## src/design/ckl_pkg.sv

```systemverilog
// Shared types and constants for the compacting key and level table.
// Used by ckl_cell and compacting_key_level_table_top; depends on nothing else.
package ckl_pkg;

   localparam int TABLE_DEPTH_DEF = 8;
   localparam int KEY_W           = 16;
   localparam int LEVEL_W         = 16;
   localparam int SLOT_W          = 3;
   localparam int ACTION_W        = 2;
   localparam int COUNT_W         = 4;
   localparam int COUNT_MAX       = 15;

   localparam logic [KEY_W-1:0] EMPTY_KEY_RESET = 16'hFFFF;

   typedef enum logic [ACTION_W-1:0] {
      ACT_ADD     = 2'd0,
      ACT_REPLACE = 2'd1,
      ACT_REMOVE  = 2'd2,
      ACT_LOOKUP  = 2'd3
   } ckl_action_type;

   typedef enum logic [1:0] {
      ST_IDLE,
      ST_CMP,
      ST_EXEC
   } ckl_state_type;

   // Operation broadcast to every cell.
   typedef struct packed {
      ckl_action_type      action;
      logic [KEY_W-1:0]    key;
      logic [LEVEL_W-1:0]  level;
      logic [SLOT_W-1:0]   slot;
      logic                refused;
   } ckl_op_type;

   // Prefix flags that ripple from the low cell toward the high cell.
   typedef struct packed {
      logic add_seen;
      logic hit_seen;
      logic run;
      logic full_run;
   } ckl_link_type;

   // Contents that a cell hands to its lower neighbor.
   typedef struct packed {
      logic [KEY_W-1:0]   key;
      logic [LEVEL_W-1:0] level;
      logic               empty;
   } ckl_nbr_type;

   // Per-cell status collected by the top level.
   typedef struct packed {
      logic sel;
      logic first_new_empty;
   } ckl_stat_type;

endpackage

```

## src/design/ckl_cell.sv

```systemverilog
// One slot of the table: key and level storage, compare flags and the update rule.
// Depends on ckl_pkg for the operation, link, neighbor and status types.
module ckl_cell #(
   parameter int CELL_INDEX = 0
) (
   input  logic                           clock,
   input  logic                           reset,
   input  logic                           exec_en,
   input  logic [ckl_pkg::KEY_W-1:0]      empty_key,
   input  ckl_pkg::ckl_op_type            op,
   input  ckl_pkg::ckl_nbr_type           nbr_in,
   input  ckl_pkg::ckl_link_type          link_in,
   output ckl_pkg::ckl_link_type          link_out,
   output ckl_pkg::ckl_nbr_type           nbr_out,
   output ckl_pkg::ckl_stat_type          stat
);

   logic [ckl_pkg::KEY_W-1:0]   key_ff, key_in;
   logic [ckl_pkg::LEVEL_W-1:0] level_ff, level_in;
   logic                        empty_ff, empty_in;
   logic                        match_ff, match_in;
   logic                        slot_hit;
   logic                        active;
   logic                        first_add;
   logic                        first_hit;
   logic                        in_run;
   logic                        new_empty;
   logic                        sel;

   assign empty_in = (key_ff == empty_key);
   assign match_in = (key_ff == op.key);
   assign slot_hit = (CELL_INDEX < (1 << ckl_pkg::SLOT_W))
                     && (op.slot == ckl_pkg::SLOT_W'(CELL_INDEX));

   always_ff @(posedge clock) begin
      empty_ff <= empty_in;
      match_ff <= match_in;
   end

   always_comb begin
      active    = !op.refused;
      first_add = active && !link_in.add_seen && (empty_ff || match_ff);
      first_hit = active && !link_in.hit_seen && match_ff;
      in_run    = first_hit || link_in.run;
      sel       = 1'b0;
      key_in    = key_ff;
      level_in  = level_ff;
      new_empty = empty_ff;
      case (op.action)
         ckl_pkg::ACT_ADD: begin
            sel = first_add;
            if (first_add) begin
               key_in    = op.key;
               level_in  = op.level;
               new_empty = 1'b0;
            end
         end
         ckl_pkg::ACT_REPLACE: begin
            sel = active && slot_hit && !empty_ff;
            if (sel) begin
               key_in    = op.key;
               level_in  = op.level;
               new_empty = 1'b0;
            end
         end
         ckl_pkg::ACT_REMOVE: begin
            sel = first_hit;
            if (in_run) begin
               new_empty = nbr_in.empty;
               if (nbr_in.empty) begin
                  key_in   = empty_key;
                  level_in = '0;
               end else begin
                  key_in   = nbr_in.key;
                  level_in = nbr_in.level;
               end
            end
         end
         ckl_pkg::ACT_LOOKUP: begin
            sel = first_hit;
         end
         default: begin
            sel = 1'b0;
         end
      endcase
   end

   always_comb begin
      link_out.add_seen    = link_in.add_seen || empty_ff || match_ff;
      link_out.hit_seen    = link_in.hit_seen || match_ff;
      link_out.run         = in_run && !nbr_in.empty;
      link_out.full_run    = link_in.full_run && !new_empty;
      stat.sel             = sel;
      stat.first_new_empty = link_in.full_run && new_empty;
      nbr_out.key          = key_ff;
      nbr_out.level        = level_ff;
      nbr_out.empty        = empty_ff;
   end

   always_ff @(posedge clock) begin
      if (reset) begin
         key_ff   <= ckl_pkg::EMPTY_KEY_RESET;
         level_ff <= '0;
      end else if (exec_en) begin
         key_ff   <= key_in;
         level_ff <= level_in;
      end
   end

endmodule

```

## src/design/compacting_key_level_table_top.sv

```systemverilog
// Top level of the compacting key and level table: control, row of cells, result register.
// Depends on ckl_pkg and instantiates ckl_cell once per table slot.
//
// Usage: an item on the req_ channel carries an action (add, replace, remove,
// lookup), a key, a level and a slot. Each accepted item yields exactly one item
// on the rsp_ channel with ok, the found level, the slot touched and the count of
// leading occupied entries after the operation. Both channels use valid/ready.
// The csr_ channel writes the empty-key register and is always ready; it should
// only be written while no item is in flight.
// Flow: an accepted item is loaded into the operation register, the compare state
// registers the key compares of every cell, and the update state applies the update
// and loads the result register. A new item is taken in the same cycle that the
// previous one completes, so only one item is in flight at a time.
// The ripple of prefix flags along the row of cells runs in the update state,
// after the compare flags are registered.
// When the receiver stalls, the finished result is held in the output register.
// The item behind it finishes its compare and then waits in the update cycle,
// and req_ready stays low until the output register frees up.
// Reset is synchronous: every slot gets the reset empty key and level zero, the
// empty-key register returns to its reset value and no result is pending.
module compacting_key_level_table_top #(
   parameter int TABLE_DEPTH = ckl_pkg::TABLE_DEPTH_DEF
) (
   input  logic                              clock,
   input  logic                              reset,
   input  logic                              req_valid,
   output logic                              req_ready,
   input  logic [ckl_pkg::ACTION_W-1:0]      req_action,
   input  logic [ckl_pkg::KEY_W-1:0]         req_key,
   input  logic [ckl_pkg::LEVEL_W-1:0]       req_level,
   input  logic [ckl_pkg::SLOT_W-1:0]        req_slot,
   output logic                              rsp_valid,
   input  logic                              rsp_ready,
   output logic                              rsp_ok,
   output logic [ckl_pkg::LEVEL_W-1:0]       rsp_level_out,
   output logic [ckl_pkg::SLOT_W-1:0]        rsp_slot_out,
   output logic [ckl_pkg::COUNT_W-1:0]       rsp_entry_count,
   input  logic                              csr_valid,
   output logic                              csr_ready,
   input  logic [ckl_pkg::KEY_W-1:0]         csr_empty_key
);

   localparam int CNT_W = $clog2(TABLE_DEPTH + 1);

   ckl_pkg::ckl_state_type          state_ff, state_in;
   ckl_pkg::ckl_op_type             op_ff, op_in;
   logic [ckl_pkg::KEY_W-1:0]       empty_key_ff;
   logic                            exec_fire;
   logic                            req_fire;

   logic                            rsp_valid_ff, rsp_valid_in;
   logic                            rsp_ok_ff, rsp_ok_in;
   logic [ckl_pkg::LEVEL_W-1:0]     rsp_level_ff, rsp_level_in;
   logic [ckl_pkg::SLOT_W-1:0]      rsp_slot_ff, rsp_slot_in;
   logic [ckl_pkg::COUNT_W-1:0]     rsp_count_ff, rsp_count_in;

   ckl_pkg::ckl_link_type           cell_link [TABLE_DEPTH+1];
   ckl_pkg::ckl_nbr_type            cell_nbr  [TABLE_DEPTH+1];
   ckl_pkg::ckl_stat_type           cell_stat [TABLE_DEPTH];
   logic [TABLE_DEPTH-1:0]          sel_vec;
   logic [TABLE_DEPTH-1:0]          fne_vec;

   logic                            any_sel;
   logic                            any_empty;
   logic [CNT_W-1:0]                sel_idx;
   logic [CNT_W-1:0]                empty_idx;
   logic [CNT_W-1:0]                count;
   logic [ckl_pkg::LEVEL_W-1:0]     found_level;

   assign csr_ready = 1'b1;
   assign req_fire  = req_valid && req_ready;

   always_ff @(posedge clock) begin
      if (reset) begin
         empty_key_ff <= ckl_pkg::EMPTY_KEY_RESET;
      end else if (csr_valid) begin
         empty_key_ff <= csr_empty_key;
      end
   end

   // Next-state logic.
   always_comb begin
      state_in = state_ff;
      case (state_ff)
         ckl_pkg::ST_IDLE: begin
            if (req_valid) begin
               state_in = ckl_pkg::ST_CMP;
            end
         end
         ckl_pkg::ST_CMP: begin
            state_in = ckl_pkg::ST_EXEC;
         end
         ckl_pkg::ST_EXEC: begin
            if (exec_fire) begin
               state_in = req_valid ? ckl_pkg::ST_CMP : ckl_pkg::ST_IDLE;
            end
         end
         default: begin
            state_in = ckl_pkg::ST_IDLE;
         end
      endcase
   end

   // Control outputs.
   always_comb begin
      exec_fire = 1'b0;
      req_ready = 1'b0;
      case (state_ff)
         ckl_pkg::ST_IDLE: begin
            req_ready = 1'b1;
         end
         ckl_pkg::ST_CMP: begin
            req_ready = 1'b0;
         end
         ckl_pkg::ST_EXEC: begin
            exec_fire = !rsp_valid_ff || rsp_ready;
            req_ready = exec_fire;
         end
         default: begin
            req_ready = 1'b0;
         end
      endcase
   end

   always_ff @(posedge clock) begin
      if (reset) begin
         state_ff <= ckl_pkg::ST_IDLE;
      end else begin
         state_ff <= state_in;
      end
   end

   always_comb begin
      op_in = op_ff;
      if (req_fire) begin
         op_in.action  = ckl_pkg::ckl_action_type'(req_action);
         op_in.key     = req_key;
         op_in.level   = req_level;
         op_in.slot    = req_slot;
         op_in.refused = (req_key == empty_key_ff);
      end
   end

   always_ff @(posedge clock) begin
      op_ff <= op_in;
   end

   assign cell_link[0]           = '{add_seen: 1'b0, hit_seen: 1'b0, run: 1'b0,
                                     full_run: 1'b1};
   assign cell_nbr[TABLE_DEPTH]  = '{key: empty_key_ff, level: '0, empty: 1'b1};

   for (genvar g = 0; g < TABLE_DEPTH; g++) begin : g_cell
      ckl_cell #(
         .CELL_INDEX (g)
      ) u_cell (
         .clock     (clock),
         .reset     (reset),
         .exec_en   (exec_fire),
         .empty_key (empty_key_ff),
         .op        (op_ff),
         .nbr_in    (cell_nbr[g+1]),
         .link_in   (cell_link[g]),
         .link_out  (cell_link[g+1]),
         .nbr_out   (cell_nbr[g]),
         .stat      (cell_stat[g])
      );
      assign sel_vec[g] = cell_stat[g].sel;
      assign fne_vec[g] = cell_stat[g].first_new_empty;
   end

   always_comb begin
      any_sel     = 1'b0;
      any_empty   = 1'b0;
      sel_idx     = '0;
      empty_idx   = '0;
      found_level = '0;
      for (int j = 0; j < TABLE_DEPTH; j++) begin
         if (sel_vec[j]) begin
            any_sel     = 1'b1;
            sel_idx     = sel_idx | CNT_W'(j);
            found_level = found_level | cell_nbr[j].level;
         end
         if (fne_vec[j]) begin
            any_empty = 1'b1;
            empty_idx = empty_idx | CNT_W'(j);
         end
      end
      count = any_empty ? empty_idx : CNT_W'(TABLE_DEPTH);
   end

   always_comb begin
      rsp_valid_in = rsp_valid_ff;
      rsp_ok_in    = rsp_ok_ff;
      rsp_level_in = rsp_level_ff;
      rsp_slot_in  = rsp_slot_ff;
      rsp_count_in = rsp_count_ff;
      if (exec_fire) begin
         rsp_valid_in = 1'b1;
         rsp_ok_in    = any_sel;
         rsp_level_in = (any_sel && op_ff.action == ckl_pkg::ACT_LOOKUP) ? found_level : '0;
         rsp_slot_in  = ckl_pkg::SLOT_W'(sel_idx);
         if (int'(count) > ckl_pkg::COUNT_MAX) begin
            rsp_count_in = ckl_pkg::COUNT_W'(ckl_pkg::COUNT_MAX);
         end else begin
            rsp_count_in = ckl_pkg::COUNT_W'(count);
         end
      end else if (rsp_ready) begin
         rsp_valid_in = 1'b0;
      end
   end

   always_ff @(posedge clock) begin
      if (reset) begin
         rsp_valid_ff <= 1'b0;
      end else begin
         rsp_valid_ff <= rsp_valid_in;
      end
   end

   always_ff @(posedge clock) begin
      rsp_ok_ff    <= rsp_ok_in;
      rsp_level_ff <= rsp_level_in;
      rsp_slot_ff  <= rsp_slot_in;
      rsp_count_ff <= rsp_count_in;
   end

   assign rsp_valid       = rsp_valid_ff;
   assign rsp_ok          = rsp_ok_ff;
   assign rsp_level_out   = rsp_level_ff;
   assign rsp_slot_out    = rsp_slot_ff;
   assign rsp_entry_count = rsp_count_ff;

`ifndef NO_ASSERTIONS
   a_accept_to_cmp: assert property (@(posedge clock) disable iff (reset)
      req_fire |=> state_ff == ckl_pkg::ST_CMP)
      else $error("Accepted item did not enter the compare cycle.");

   a_single_sel: assert property (@(posedge clock) disable iff (reset)
      state_ff == ckl_pkg::ST_EXEC |-> $onehot0(sel_vec))
      else $error("More than one cell selected by one operation.");

   a_single_boundary: assert property (@(posedge clock) disable iff (reset)
      state_ff == ckl_pkg::ST_EXEC |-> $onehot0(fne_vec))
      else $error("More than one end of the occupied run found.");

   a_result_loaded: assert property (@(posedge clock) disable iff (reset)
      exec_fire |=> rsp_valid_ff && rsp_entry_count <= ckl_pkg::COUNT_W'(ckl_pkg::COUNT_MAX))
      else $error("Completed item did not reach the result register.");
`endif

endmodule
```

## config.mk

```make
export PLATFORM = sky130hd
export DESIGN_NAME = compacting_key_level_table_top
export DESIGN_NICKNAME = d
export VERILOG_FILES = /design/src/design/ckl_pkg.sv /design/src/design/ckl_cell.sv /design/src/design/compacting_key_level_table_top.sv
export SDC_FILE = /design/constraint.sdc
export NUM_CORES = 1
export LEC_CHECK = 0
export BUFFER_PORTS_ARGS = -buffer_cell sky130_fd_sc_hd__buf_4
export CORE_MARGIN = 2
export CORE_UTILIZATION = 55
export CTS_BUF_LIST = sky130_fd_sc_hd__clkbuf_16
export DETAILED_ROUTE_END_ITERATION = 8
export HOLD_SLACK_MARGIN = 0.02
export MAX_ROUTING_LAYER = met4
export PLACE_DENSITY_LB_ADDON = 0.08
export SLEW_MARGIN = 15
export SYNTH_ARGS = -nofsm -noshare
export SYNTH_HDL_FRONTEND = slang
export SYNTH_HIERARCHICAL = 1
export SYNTH_SLANG_ARGS = --single-unit
export TNS_END_PERCENT = 100
```

## constraint.sdc

```tcl
create_clock -name clock -period 8.65 [get_ports clock]
set_clock_uncertainty 0.1 [all_clocks]
set_input_delay 0.4325 -clock clock [delete_from_list [all_inputs] [get_ports clock]]
set_output_delay 0.4325 -clock clock [all_outputs]
set_load 0.05 [all_outputs]
```

# == After elaboration in Yosys (flattened, before gate mapping) ==
# Index checks and enable logic that the tools add are counted.
# word_totals
input_bits,58
elab_cells,419
regBits,353
out_inout_bits,27
# op_classes
n_eq_ne,55
n_reduce_logical,150
n_mux,161
bitwise,7
# op_table
operator,n
$mux W16,70
$pmux W16 S3,16
$eq A16 B16 Y1,17
$or A16 B16 Y16,7
$logic_and A1 B1 Y1,68
$ne A2 B1 Y1 const B,24
$pmux W1 S3,16
$mux W1,47
$reduce_and A5 Y1,8
$logic_or A1 B1 Y1,34
$logic_not A1 Y1,31
$eq A3 B3 Y1 const B,4
$mux W2,6
$mux W3,4
$eq A2 B2 Y1 const B,3
$eq A3 B2 Y1 const B,2
$pmux W2 S3,1
$eq A2 B1 Y1 const B,2
$logic_not A2 Y1,2
$ne A2 B2 Y1 const B,2
$reduce_or A2 Y1,2
$reduce_or A4 Y1,1
$eq A3 B1 Y1 const B,1
$logic_not A3 Y1,1
4 further kinds,4

# == Longest topological paths before layout ==
# Gate-level depths: netlist of run 1.
# logic_depth
ltp_word,20
ltp_mapped,22
depth_no_buf,21

# == By module ==
# Netlist of run 1, hierarchy kept.
# by_module_without_submodules
mod,seq_area_each_um2,instances,area_each_um2,cells_per_inst
ckl_cell (g_cell[5].u_cell ...),680.7,2,2351.0,257
ckl_cell (g_cell[1].u_cell ...),680.7,2,2322.2,257
compacting_key_level_table_top,2242.2,1,3590.9,263
ckl_cell (g_cell[3].u_cell),680.7,1,2338.5,257
ckl_cell (g_cell[7].u_cell),680.7,1,2329.7,255
ckl_cell (g_cell[4].u_cell),680.7,1,2324.7,257
ckl_cell (g_cell[0].u_cell),680.7,1,2317.2,257

# == Worst setup path before layout of run 1 ==
# OpenSTA, ideal clock, no wires.
# synth_timing
path_kind,reg-to-reg
start,register rsp_valid_ff (netlist: rsp_valid)
end,register g_cell[5].u_cell/key_ff[0] (netlist bit)
setup_time_ns,0.122
slack_ns,3.387
path_stages_with_launch,7
path_buffers,1
synth_period_minus_slack_ns,5.263
t_required_ns,8.428
t_arrival_ns,5.041
cell_sequence,dfxtp_1 nor2b_1 nor2_1 clkinv_1 a21o_4 buf_6 a221o_1
# synth_via
elab_chain_len,4
# synth_lines
element,line,rtl
start: declaration,compacting_key_level_table_top.sv:51,"logic rsp_valid_ff, rsp_valid_in;"
start signal: assignment,compacting_key_level_table_top.sv:216,rsp_valid_ff <= rsp_valid_in;
$logic_not A1 Y1,compacting_key_level_table_top.sv:116,exec_fire = !rsp_valid_ff || rsp_ready;
$logic_or A1 B1 Y1,compacting_key_level_table_top.sv:116,
$mux W1,compacting_key_level_table_top.sv:108,case (state_ff)
named net exec_fire,compacting_key_level_table_top.sv:48,logic exec_fire;
$reduce_and A5 Y1 (no line),n/a,
end signal: assignment,ckl_cell.sv:102,key_ff <= ckl_pkg::EMPTY_KEY_RESET;
end signal: assignment,ckl_cell.sv:105,key_ff <= key_in;
end: declaration,ckl_cell.sv:18,"logic [ckl_pkg::KEY_W-1:0] key_ff, key_in;"
# The timed path passes the listed nets, and every way through them passes these cells.
# A chain may end at the register's enable or synchronous reset.

==> run_results.csv, run 1 <==
group,metric,value,unit
global_routing,grt_pass1_vias,19534,
placed_design,hpwl,46900,µm
sta,max_freq,191,MHz
sta,slew_viol_final,0,
setup_path,crit_type,"register to register",
floorplan,start_util,0.558,
clock_network,clk_path_buf_depth,3,
setup_path,path_max_fanout,19,
sta,layout_worst_path_cycle_share,0.606,
final_layout,layout.cells.non_filler,2934,
setup_path,start_kind,"register",
clock_network,path_clk_slew,60,ps
placed_design,gp_congestion,0.887,
clock_network,postCtsSetupRepairBufs,0,
hold_path,hold_depth,2,
power,p_leak,9.52,nW
placed_design,post-place-cells,2803,
status,status,"complete, no violations",
setup_path,r2r_start,"g_cell[0].u_cell/match_ff$_DFF_P_",
drt,initialDrtViolationCount,2504,
final_layout,layout-drive-gt1-share,0.115,
floorplan,dieHeight,205,µm
sta,fin_crit,5250,ps
hold_path,min_from,"csr_valid",
power,p_per_area,165,nW/µm²
sta,fin_hold_ws,231,ps
floorplan,ios,85,
synth,synth_cells,2311,
placed_design,portBuffers,83,
drt,first_pass_iters,6,
setup_path,reg2reg_slack,3400,ps
sta,setup-violations-final,0,
sta,finalSetupTns,0,ps
sta,worst_slew_pin_slew,1190,ps
hold_path,min_to,"empty_key_ff[12]$_SDFFE_PP1P_",
setup_path,end_kind,"register",
drt,vias,20349,
floorplan,core,39800,µm²
setup_path,r2r_end,"rsp_level_out[3]$_SDFFCE_PN0P_",
final_layout,nFillCells,3381,
sta,rsz0062_at_grt,"no",
final_layout,diodes,0,
synth,syn_avg_cell_area,9.61,µm²
sta,hold_viol,0,
drt,post-route-drc-count,0,
clock_network,cts.repair.resized,0,
floorplan,die_area,42000,µm²
floorplan,row_count,73,
clock_network,cts_tree,"yes",
global_routing,grt_pass1_wl,120000,µm
synth,synth_warnings,6,
synth,synth_area,22200,µm²
setup_path,arrival,5580,ps
placed_design,place_ws,3210,ps
power,ir_drop,0.147,mV
global_routing,grt.total_usage,0.385,
floorplan,die_w,205,µm
setup_path,reg2reg_depth,13,
global_routing,antenna_found_initial,0,
drt,vias_per_cell,6.94,
global_routing,grt_max_degree,99,
sta,slew_headroom,0.207,
global_routing,gr-total-overflow,0,
job,max-cap-violations,0,
clock_network,root_buffer,"clkbuf_16",
final_layout,fin_util,0.623,
setup_path,cp_data_required_time,8980,ps
clock_network,cts_made_buffers,41,
hold_path,hp-class,"primary input to register",
drt,drtAntennaViolNets,0,
drt,wl_per_cell,27.2,µm
clock_network,numClockSinks,353,
clock_network,htreeDepth,2,
final_layout,area_delta_synth_final,11.7,%
drt,wirelength,79800,µm
final_layout,final_nets,2434,
sta,fin_ws,3400,ps
clock_network,clk_latency,590,ps
==> area by class of cell <==
class                      instances  area, µm²  share of cell area
clock buffer                      42       1050              0.0424
clock inverter                    34        249              0.0100
inverter                         163        612              0.0247
multi-input combinational       1616      12900               0.520
sequential                       353       7690               0.310
tap                              525        657              0.0265
timing repair buffer             201       1650              0.0666
==> layout by cell type (no fill, tap or decap), types with 60 or more instances in the layout <==
master / count
a221oi_1: 143
xnor2_1: 272
nand4_1: 68
mux2i_1: 128
edfxtp_1: 62
a311oi_1: 128
inv_1: 163
a221o_1: 114
nand2_1: 118
buf_4: 145
nor2b_1: 137
o211a_1: 120
dfxtp_1: 291
nor2_1: 60
==> state kept, by name (all words and copies together), names as in the netlist, 3 cells and up <==
signal and flops:
empty_key_ff 16, g_cell.u_cell/empty_ff 8, g_cell.u_cell/key_ff 128, g_cell.u_cell/level_ff 128
g_cell.u_cell/match_ff 8, op_ff 38, rsp_entry_count 4, rsp_level_out 16
rsp_slot_out 3
==> where the power goes <==
group	internal [mW]	leakage (nW)	total [mW]	switching (mW)
sequential	1.71	2.95	1.76	0.0553
combinational	0.220	5.90	0.607	0.387
clock	0.972	0.669	1.72	0.746
==> worst max-delay path, stage by stage (launching register included) <==
cell and delay (ps):
dfxtp_1 320, or3_1 390, or3_1 440, or3_1 460
or3_1 430, or3_1 430, or3_1 420, or3_1 410
or3_1 380, o22ai_1 110, mux2_2 590, nor4_4 90
a21o_4 320, a31oi_1 180
==> stage by stage <==
| step | area [µm²] | power (mW) |
|---|---|---|
| final | 24800 | 4.09 |
| after global routing | 24800 | 4.20 |
| after CTS | 24800 | 4.08 |
| after detailed placement | 23000 | 2.36 |
| after global placement | 23000 | 2.35 |
| after floorplan | 22300 | 2.17 |
==> per-layer routing <==
metal,share of wire,wire [µm],track usage,vias to the layer above
met4,0.049,3930,0.181,0
met2,0.46,36500,0.607,1206
met1,0.40,31800,0.480,9916
li1,-,-,-,8933
met5,0,0,-,-
met3,0.096,7670,0.0657,294
==> worst max path at each step <==
stage,start,to,cells after the start
final,g_cell[0].u_cell/match_ff$_DFF_P_,rsp_level_out[3]$_SDFFCE_PN0P_,13
after global routing,g_cell[0].u_cell/match_ff$_DFF_P_,rsp_level_out[11]$_SDFFCE_PN0P_,13
after CTS,g_cell[0].u_cell/match_ff$_DFF_P_,g_cell[7].u_cell/level_ff[12]$_SDFFE_PP0P_,11
after detailed placement,g_cell[0].u_cell/match_ff$_DFF_P_,g_cell[7].u_cell/level_ff[12]$_SDFFE_PP0P_,11
after global placement,g_cell[0].u_cell/match_ff$_DFF_P_,g_cell[7].u_cell/level_ff[4]$_SDFFE_PP0P_,11
after floorplan,rsp_valid$_SDFFE_PP0P_,g_cell[5].u_cell/key_ff[0]$_SDFFE_PP1P_,6
==> what timing repair did <==
item | in CTS | in global routing
hold endpoints to repair | 55 | 0
hold buffers | 55 | 0
setup endpoints to repair | 0 | 0
Power figures use the tool's default switching activity.
==> run 2, diff against run 1 <==
ABC_AREA = 1   (was unset)
clock period = 4.54 ns   (was 8.65 ns; I/O delays follow)
==> run 2 against run 1 <==
  * Global-route usage fell by 1.7 points
  * Clock power up 89%
  * Final cell count increased by 44%
  * Critical path depth increased by 8
  * Fmax grew 25%
  * First-iteration DRC count decreased by 1.6%
  * Worst hold slack got worse by 11 ps
  * Highest routed layer unchanged
  * Sequential share of layout area fell by 0.90 points
==> run_results.csv, run 2 <==
group,metric,value,unit
status,status,"complete, no violations",
sta,hold_viol,0,
sta,fin_hold_ws,220,ps
setup_path,critPathMaxStageDelay,340,ps
setup_path,cp_data_required_time,4820,ps
final_layout,fin_util,0.626,
floorplan,ios,85,
global_routing,gr-total-overflow,0,
placed_design,post-place-cells,4065,
clock_network,cts.repair.resized,0,
setup_path,path_max_fanout,4,
sta,slew_headroom,0.232,
setup_path,start_kind,"register",
global_routing,grt_max_degree,66,
placed_design,hpwl,50700,µm
setup_path,critPathTopFamily,"simple AND/OR/NAND/NOR gates",
synth,synth_cells,3571,
setup_path,crit_type,"register to register",
placed_design,placed_cell_area,23500,µm²
final_layout,mostFrequentLayoutCell,"nand2_1",
final_layout,seqCellArea,7690,µm²
setup_path,crit_path_cell_trace,"inv_2, nand2_2, or2_2, or2_2, or2_2, or2_2, or2_2, or2_2, or2_2, nor2_1, nand2_1, nand2_2, nand2_1, nand2_1, nand3_1, nand2_1, inv_1, or2_2, inv_1, nand2_1, nor4_1",
final_layout,area_delta_synth_final,12.5,%
setup_path,cp_common_cell,"or2_2",
clock_network,numClockSinks,353,
floorplan,die_area,42900,µm²
final_layout,final_cell_mix,"1314 x nand2_1, 514 x nor2_1, 291 x dfxtp_1",
drt,vias_per_cell,5.68,
drt,vias,23946,
final_layout,final_nets,3712,
drt,first_pass_iters,9,
sta,max_freq,238,MHz
drt,initialDrtViolationCount,2464,
power,power,7.99,mW
sta,worst_slew_pin_slew,1150,ps
final_layout,diodes,0,
hold_path,min_from,"csr_valid",
floorplan,dieHeight,207,µm
placed_design,gp_congestion,0.959,
final_layout,layout-drive-gt1-share,0.0884,
setup_path,slowest_stage,"dfxtp_1",
clock_network,clk_latency,580,ps
power,ir_drop,0.258,mV
job,max-cap-violations,0,
final_layout,fin_area,25600,µm²
sta,rsz0062_at_grt,"no",
floorplan,row_count,74,
drt,post-route-drc-count,0,
sta,layout_worst_path_cycle_share,0.925,
drt,wl_per_cell,18.7,µm
setup_path,r2r_start,"g_cell[0].u_cell/empty_ff$_DFF_P_",
global_routing,grt.total_usage,0.367,
sta,slew_viol_final,0,
floorplan,die_w,207,µm
placed_design,portBuffers,83,
setup_path,path_buf_inv,3,
clock_network,clk_path_buf_depth,3,
global_routing,grt_pass1_vias,22119,
global_routing,grt_pass1_wl,121000,µm
global_routing,antenna_found_initial,0,
sta,fin_crit,4200,ps
drt,wirelength,78700,µm
final_layout,layout.cells.non_filler,4218,
clock_network,root_buffer,"clkbuf_16",
synth,syn_avg_cell_area,6.36,µm²
sta,setup-violations-final,0,
setup_path,end_kind,"register",
synth,synth_warnings,6,
clock_network,htreeDepth,2,
clock_network,path_clk_slew,60,ps
floorplan,core,40800,µm²
power,p_per_area,313,nW/µm²
sta,fin_ws,340,ps
setup_path,arrival,4480,ps
floorplan,start_util,0.556,
drt,drtAntennaViolNets,0,
final_layout,nFillCells,3820,
hold_path,hp-class,"primary input to register",
sta,finalSetupTns,0,ps
setup_path,crit_path_start,"g_cell[0].u_cell/empty_ff$_DFF_P_",
power,p_leak,11.1,nW
final_layout,multi_input_comb_area,13300,µm²
clock_network,cts_tree,"yes",
synth,synth_area,22700,µm²
final_layout,biggestRegsByFlops,"g_cell.u_cell/key_ff: 128 flops, g_cell.u_cell/level_ff: 128 flops, op_ff: 38 flops",
placed_design,place_ws,398,ps
clock_network,cts_made_buffers,41,
run 2: metal layers:
| layer | vias up | wire, µm | global-route usage |
|---|---|---|---|
| li1 | 11535 | - | - |
| met2 | 1048 | 37000 | 0.600 |
| met3 | 273 | 5810 | 0.0502 |
| met4 | 0 | 4560 | 0.207 |
| met5 | - | 0 | - |
| met1 | 11090 | 31400 | 0.437 |
run 2: report_power, final:
group,internal (mW),leakage [nW],total (mW),switching [mW]
sequential,3.29,2.98,3.51,0.217
clock,1.86,0.669,3.25,1.39
combinational,0.472,7.46,1.23,0.759
total,5.62,11.1,7.99,2.37
run 2: timing repair:
item | 4_1_cts | 5_1_grt
hold buffers | 78 | 0
endpoints found under the hold margin | 56 | 0
buffers inserted | 0 | 0
run 2: worst register-to-register path, stage by stage (launching register included):
cell and delay, ps:
dfxtp_1 340, inv_2 70, nand2_2 60, or2_2 280, or2_2 310, or2_2 310
or2_2 300, or2_2 310, or2_2 310, or2_2 300, nor2_1 130, nand2_1 80
nand2_2 90, nand2_1 60, nand2_1 60, nand3_1 180, nand2_1 100, inv_1 50
or2_2 270, inv_1 70, nand2_1 60, nor4_1 170
run 2: layout make-up:
type,instances,share of cell area
multi-input combinational,2857,0.522
sequential,353,0.301
timing repair buffer,227,0.0753
clock buffer,44,0.0431
tap,532,0.0260
inverter,174,0.0256
clock inverter,31,0.00739
run 2: worst paths after layout:
path | slack (ps) | depth (start not counted) | end
setup / recovery | 340 | 21 | rsp_entry_count[3]$_SDFFCE_PN1P_
hold / removal | 220 | 4 | empty_key_ff[8]$_SDFFE_PP1P_
setup reg to reg | 340 | 21 | rsp_entry_count[3]$_SDFFCE_PN1P_
hold reg to reg | 380 | 2 | g_cell[0].u_cell/key_ff[12]$_SDFFE_PP1P_
